==> src/iprms_pkg.sv <==
// ----------------------------------------------------------------------------
// Patch RMS distance package
// Shared types, register map, command codes and defaults.
// ----------------------------------------------------------------------------
package iprms_pkg;

    // Payload and register widths
    localparam int DATA_W     = 16;
    localparam int CFG_W_W    = 11;
    localparam int CFG_CH_W   = 3;
    localparam int CFG_PS_W   = 5;
    localparam int APB_DATA_W = 32;
    localparam int APB_ADDR_W = 4;

    // Parameter defaults
    localparam int IMAGE_WORDS_DEF  = 65536;
    localparam int MAX_PATCH_DEF    = 16;
    localparam int MAX_CHANNELS_DEF = 4;

    // Register reset values and limits
    localparam int WIDTH_RST = 64;
    localparam int WIDTH_MAX = 1024;
    localparam int CH_RST    = 1;
    localparam int PS_RST    = 8;

    // Full-scale sample value used for normalization
    localparam int FULL_SCALE = 255;

    // Register indexes
    localparam logic [1:0] REG_IMAGE_WIDTH   = 2'd0;
    localparam logic [1:0] REG_CHANNEL_COUNT = 2'd1;
    localparam logic [1:0] REG_PATCH_SIZE    = 2'd2;

    // Command codes
    localparam logic CMD_WRITE = 1'b0;
    localparam logic CMD_QUERY = 1'b1;

    typedef enum logic [2:0] {
        S_IDLE,
        S_STRIDE,
        S_SPAN,
        S_CHECK,
        S_WALK,
        S_DRAIN,
        S_ROOT
    } t_state;

    typedef enum logic [2:0] {
        U_IDLE,
        U_DIV,
        U_SQRT,
        U_SCALE,
        U_FIN
    } t_root_state;

    typedef struct packed {
        logic              done;
        logic [DATA_W-1:0] result;
    } t_root_status;

endpackage

==> src/iprms_root.sv <==
// ----------------------------------------------------------------------------
// Patch RMS distance root unit
// Divides the squared-difference sum by the element count, takes the integer
// square root and scales by 256/255, with one shared subtractor.
// ----------------------------------------------------------------------------
module iprms_root #(
    parameter int SSD_W = 43,
    parameter int N_W   = 11
) (
    input  logic                      i_clk,
    input  logic                      i_rst_n,
    input  logic                      i_start,
    input  logic [SSD_W-1:0]          i_ssd,
    input  logic [N_W-1:0]            i_count,
    output iprms_pkg::t_root_status   o_status
);
    import iprms_pkg::*;

    localparam int CNT_W = $clog2(SSD_W);

    t_root_state r_state, n_state;
    logic [SSD_W-1:0] r_quo, n_quo;
    logic [N_W-1:0]   r_rem, n_rem;
    logic [N_W-1:0]   r_div, n_div;
    logic [CNT_W-1:0] r_cnt, n_cnt;
    logic [31:0]      r_val, n_val;
    logic [31:0]      r_res, n_res;
    logic [31:0]      r_bit, n_bit;
    logic [8:0]       r_q, n_q;
    logic             r_done, n_done;
    logic [DATA_W-1:0] r_result, n_result;

    logic [N_W:0]  rem_sh;
    logic [32:0]   sub_a, sub_b, sub_d;
    logic          sub_ge;

    // Shared subtract and compare
    always_comb begin
        rem_sh = {r_rem, r_quo[SSD_W-1]};
        sub_a  = '0;
        sub_b  = '0;
        case (r_state)
            U_DIV: begin
                sub_a = 33'(rem_sh);
                sub_b = 33'(r_div);
            end
            U_SQRT: begin
                sub_a = {1'b0, r_val};
                sub_b = {1'b0, r_res + r_bit};
            end
            default: begin
                sub_a = '0;
                sub_b = '0;
            end
        endcase
        sub_d  = sub_a - sub_b;
        sub_ge = ~sub_d[32];
    end

    always_comb begin
        logic [15:0] root;
        logic [24:0] prod;
        logic [16:0] rem_s;
        logic [8:0]  q_fix;
        logic [16:0] total;
        n_state  = r_state;
        n_quo    = r_quo;
        n_rem    = r_rem;
        n_div    = r_div;
        n_cnt    = r_cnt;
        n_val    = r_val;
        n_res    = r_res;
        n_bit    = r_bit;
        n_q      = r_q;
        n_done   = 1'b0;
        n_result = r_result;
        root     = r_res[15:0];
        prod     = {1'b0, root, 8'h00} + 25'(root);
        rem_s    = 17'(root) - {r_q, 8'h00} + 17'(r_q);
        q_fix    = (rem_s >= 17'(FULL_SCALE)) ? r_q + 9'd1 : r_q;
        total    = 17'(root) + 17'(q_fix);
        case (r_state)
            U_IDLE: begin
                if (i_start) begin
                    n_quo   = i_ssd;
                    n_div   = i_count;
                    n_rem   = '0;
                    n_cnt   = CNT_W'(SSD_W - 1);
                    n_state = U_DIV;
                end
            end
            U_DIV: begin
                if (sub_ge) begin
                    n_rem = sub_d[N_W-1:0];
                    n_quo = {r_quo[SSD_W-2:0], 1'b1};
                end else begin
                    n_rem = rem_sh[N_W-1:0];
                    n_quo = {r_quo[SSD_W-2:0], 1'b0};
                end
                if (r_cnt == '0) begin
                    // Quotient is at most a squared sample difference
                    n_val   = n_quo[31:0];
                    n_res   = '0;
                    n_bit   = 32'h4000_0000;
                    n_state = U_SQRT;
                end else begin
                    n_cnt = r_cnt - CNT_W'(1);
                end
            end
            U_SQRT: begin
                if (sub_ge) begin
                    n_val = sub_d[31:0];
                    n_res = (r_res >> 1) + r_bit;
                end else begin
                    n_res = r_res >> 1;
                end
                n_bit = r_bit >> 2;
                if (r_bit[0]) begin
                    n_state = U_SCALE;
                end
            end
            U_SCALE: begin
                // Estimate root/255 from below as root*257 >> 16
                n_q     = prod[24:16];
                n_state = U_FIN;
            end
            U_FIN: begin
                n_result = total[16] ? {DATA_W{1'b1}} : total[15:0];
                n_done   = 1'b1;
                n_state  = U_IDLE;
            end
            default: begin
                n_state = U_IDLE;
            end
        endcase
    end

    always_ff @(posedge i_clk) begin
        if (!i_rst_n) begin
            r_state <= U_IDLE;
            r_done  <= 1'b0;
        end else begin
            r_state <= n_state;
            r_done  <= n_done;
        end
    end

    always_ff @(posedge i_clk) begin
        r_quo    <= n_quo;
        r_rem    <= n_rem;
        r_div    <= n_div;
        r_cnt    <= n_cnt;
        r_val    <= n_val;
        r_res    <= n_res;
        r_bit    <= n_bit;
        r_q      <= n_q;
        r_result <= n_result;
    end

    assign o_status.done   = r_done;
    assign o_status.result = r_result;

endmodule

==> config.mk <==
export PLATFORM = sky130hd
export DESIGN_NAME = iprms_root
export DESIGN_NICKNAME = d
export VERILOG_FILES = /design/src/iprms_pkg.sv /design/src/iprms_root.sv
export SDC_FILE = /design/constraint.sdc
export NUM_CORES = 1
export LEC_CHECK = 0
export BUFFER_PORTS_ARGS = -buffer_cell sky130_fd_sc_hd__buf_2
export CORE_ASPECT_RATIO = 0.75
export CORE_MARGIN = 5
export CORE_UTILIZATION = 55
export DETAILED_ROUTE_END_ITERATION = 10
export HOLD_SLACK_MARGIN = 0.03
export PLACE_DENSITY = 0.76
export RECOVER_POWER = 50
export SYNTH_ARGS = -nofsm -noshare
export SYNTH_HDL_FRONTEND = slang
export SYNTH_SLANG_ARGS = --single-unit
==> constraint.sdc <==
create_clock -name i_clk -period 6.9 [get_ports i_clk]
set_input_delay 2.07 -clock i_clk [delete_from_list [all_inputs] [get_ports i_clk]]
set_output_delay 2.07 -clock i_clk [all_outputs]
set_load 0.02 [all_outputs]
==> flow_metrics.tcl <==
set metrics [dict create \
    num_vias 10500 \
    synth_nets 1602 \
    grt_max_degree 93 \
    cts_max_level 4 \
    crit_arrival_ns 6.37 \
    drv_slew 127 \
    drive_gt1_frac 0.0848 \
    area_growth_syn_to_layout_pct 8.94 \
    synth_async_sr_flop_share 0 \
    numCtsBuffers 17 \
    clkLatencyLatePin_ns 0.45 \
    startpoint "r_res[8]" \
    cts_resized 0 \
    drt_first_pass_iters 5 \
    final_nets 1648 \
    synth_xor_area_frac 0.0677 \
    tightest_slew_ns 2.77 \
    avgViaCountPerCell 5.83 \
    period_minus_slack_ns 6.17 \
    syn_area_mm2 0.0132 \
    ys_ff_latch 180 \
    antenna_found_initial 0 \
    yosysUniqueCellTypes 76 \
    nFillCells 2022 \
    synth_top_family_by_area "compound AO/OA/AOI/OAI gates" \
    r2r_start "r_res[8]" \
    r2r_end "r_result[10]" \
    dp_hpwl_um 20900 \
    die_h_um 144 \
    ant_nets 0 \
    path_clk_slew_ns 0.07 \
    gp_congestion 0.895 \
    synth-compound-area-share 0.186 \
    worstSetupEndpoint "r_result[10]" \
    fin_crit_sh 0.894 \
    power_mw 2.66 \
    port_buffers 73 \
    holdPathStages 2 \
    finalHoldViolCount 0 \
    synthTopCellsByArea "edfxtp_1, ha_1, nand2_1" \
    grt_pass1_wl_um 48100 \
    synthSimpleGateAreaFrac 0.186 \
    start_util 0.554 \
    muxShareOfSynthArea 0.00161 \
    yosysTopAreaCell "edfxtp_1" \
    clock-sinks 180 \
    dp.cells 1760 \
    yosys_warnings 0 \
    drt_iter0_drc 772 \
    avgSynthCellArea_um2 9.24 \
    synth-edff-count 176 \
    fmax_ghz 0.162 \
    maxSlewHeadroom -0.847 \
    critPathKind "flip-flop to flip-flop" \
    ctsHoldBuffers 0 \
    synth_top_area_share 0.401 \
    crit_fanout 11 \
    worst_ep_required_time_ns 7.10 \
    drc_errors 0 \
    reg2regPathDepth 24 \
    skew_ns 0.0113 \
    p_per_area_mw_per_mm2 185 \
    cap_violations 2 \
    critPathLaunchType "flip-flop" \
    p_leak_nw 6.00 \
    cts-root-buf "clkbuf_16" \
    overflow 0 \
    cts_tree "done" \
    ys.flop_type "edfxtp_1" \
    wire_per_inst_um 16.4 \
    grt_pass1_vias 9718 \
    setup_viol 0 \
    worst_setup_path_end_kind "flip-flop" \
    fin_cells 1792 \
    rsz0062_at_grt "no" \
    wirelength_um 29300 \
    diodes 0 \
    io_pins 74 \
    post_cts_buffers 0 \
    finalSetupTns_ns 0 \
    yosysSeqAreaShare 0.407 \
    grt_use_total 0.215 \
    die_w_um 189 \
    irDropWorstVdd_mv 0.191 \
    reg2reg_slack_ns 0.73 \
    dieArea_mm2 0.0272 \
    violations "max-capacitance violations, max-slew violations" \
    synth-adder-area-share 0.114 \
    num_rows 49 \
    clk_path_buf_depth 2 \
    hold_path.class "flip-flop to flip-flop" \
    fp.coreArea_mm2 0.0238 \
    status "finished with violations" \
    netlist_instances 1427 \
    final_util 0.604 \
]
==> where the power goes <==
part | leakage (nW) | switching (mW) | internal (mW)
logic | 3.93 | 0.246 | 0.152
registers | 1.78 | 0.0223 | 1.26
clock network | 0.284 | 0.471 | 0.517
total | 6.00 | 0.739 | 1.92
==> layout make-up <==
| class | count | area [um^2] | share of cell area |
|---|---|---|---|
| repair buffers | 90 | 477 | 0.0332 |
| flip-flops and latches | 180 | 5370 | 0.373 |
| inverters | 61 | 229 | 0.0159 |
| clock buffers | 18 | 429 | 0.0299 |
| multi-input cells | 1123 | 7320 | 0.510 |
| clock inverters | 14 | 161 | 0.0112 |
| well taps | 306 | 383 | 0.0266 |
==> sequential cells by signal, summed over array words and instances, names as in the netlist <==
| name | cells |
|---|---|
| r_result | 16 |
| r_done | 1 |
| r_quo | 43 |
| r_res | 32 |
| r_val | 32 |
| r_cnt | 6 |
| r_state | 3 |
| r_div | 11 |
| r_q | 9 |
| r_bit | 16 |
| r_rem | 11 |
==> worst min path at each step <==
| stage | start | endpoint |
|---|---|---|
| floorplan | r_quo[31] | r_quo[32] |
| global placement | r_quo[41] | r_quo[42] |
| detailed placement | r_quo[40] | r_quo[41] |
| CTS | r_quo[40] | r_quo[41] |
| global route | r_quo[40] | r_quo[41] |
| finish | r_quo[40] | r_quo[41] |
==> synthesized netlist by cell type, drive strengths merged (4+ instances only) <==
cell,number
ha,115
a22oi,12
a31oi,32
dfxtp,4
buf,19
nor3b,5
nand4,13
nor4,4
o21ai,85
a31o,9
a211oi,25
a21boi,5
edfxtp,176
a22o,11
nor3,13
nand2,268
nor2,86
o21bai,9
and2,40
or3,18
nor2b,14
and4,4
nand2b,13
o21a,19
inv,60
nor4b,5
a21o,29
a211o,5
xor2,43
nand3,38
a21oi,76
and3,8
xnor2,59
o31ai,16
clkbuf,44
==> cell families (layout without fill, tap and decap cells) <==
logic type | Yosys count | after routing
adder cells (fa/ha/maj) | 118 | 118
AND/OR/NAND/NOR | 536 | 536
buffers and inverters | 124 | 183
flip-flops | 180 | 180
XOR/XNOR | 102 | 102
multiplexers | 2 | 2
AO/OA/AOI/OAI | 365 | 365
==> worst max-delay path, cell delays in order, from the launching register on <==
cell       delay [ns]
edfxtp_1         0.60
inv_1            0.17
fa_1             0.55
inv_1            0.05
ha_1             0.35
a21o_1           0.23
a2bb2oi_1        0.13
o31ai_1          0.14
o41ai_1          0.49
o21ai_0          0.23
xnor2_1          0.17
nand4_1          0.37
xor2_1           0.26
ha_1             0.18
inv_1            0.05
fa_1             0.38
nor2b_1          0.15
o21ai_0          0.11
a21boi_0         0.21
o21ai_0          0.13
a21boi_0         0.24
o21a_1           0.18
o31a_1           0.28
nand3_1          0.11
o21a_1           0.16
==> cell usage in the layout, fill, tap and decap left out, drive strengths merged, types with 5 or more instances in the layout <==
master	n
clkbuf	42
nor4b	5
o21a	19
and3	8
o31ai	16
nor3	13
xor2	43
nand2	268
a22oi	12
a211oi	25
and2	40
o21ai	85
edfxtp	176
ha	115
nor2b	14
nand2b	13
xnor2	59
a21o	29
a21boi	5
nor2	86
a31oi	32
inv	70
a21oi	76
nor3b	5
a211o	5
nand3	38
a22o	11
nand4	13
or3	18
buf	66
o21bai	9
a31o	9
==> per-layer routing <==
metal  share of wire  track usage
met1            0.50        0.320
met2            0.42        0.329
met3           0.066       0.0379
met4           0.015       0.0563
met5               0            0
==> stage by stage <==
step	setup WS (ns)	hold WS [ns]	cell area, um^2
2_1_floorplan	0.178	0.484	13200
3_3_place_gp	1.09	0.490	13800
3_5_place_dp	0.781	0.499	13800
4_1_cts	0.767	0.517	14400
5_1_grt	0.0894	0.538	14400
6_report	0.731	0.511	14400
No activity file was read; power rests on OpenSTA's default activity.
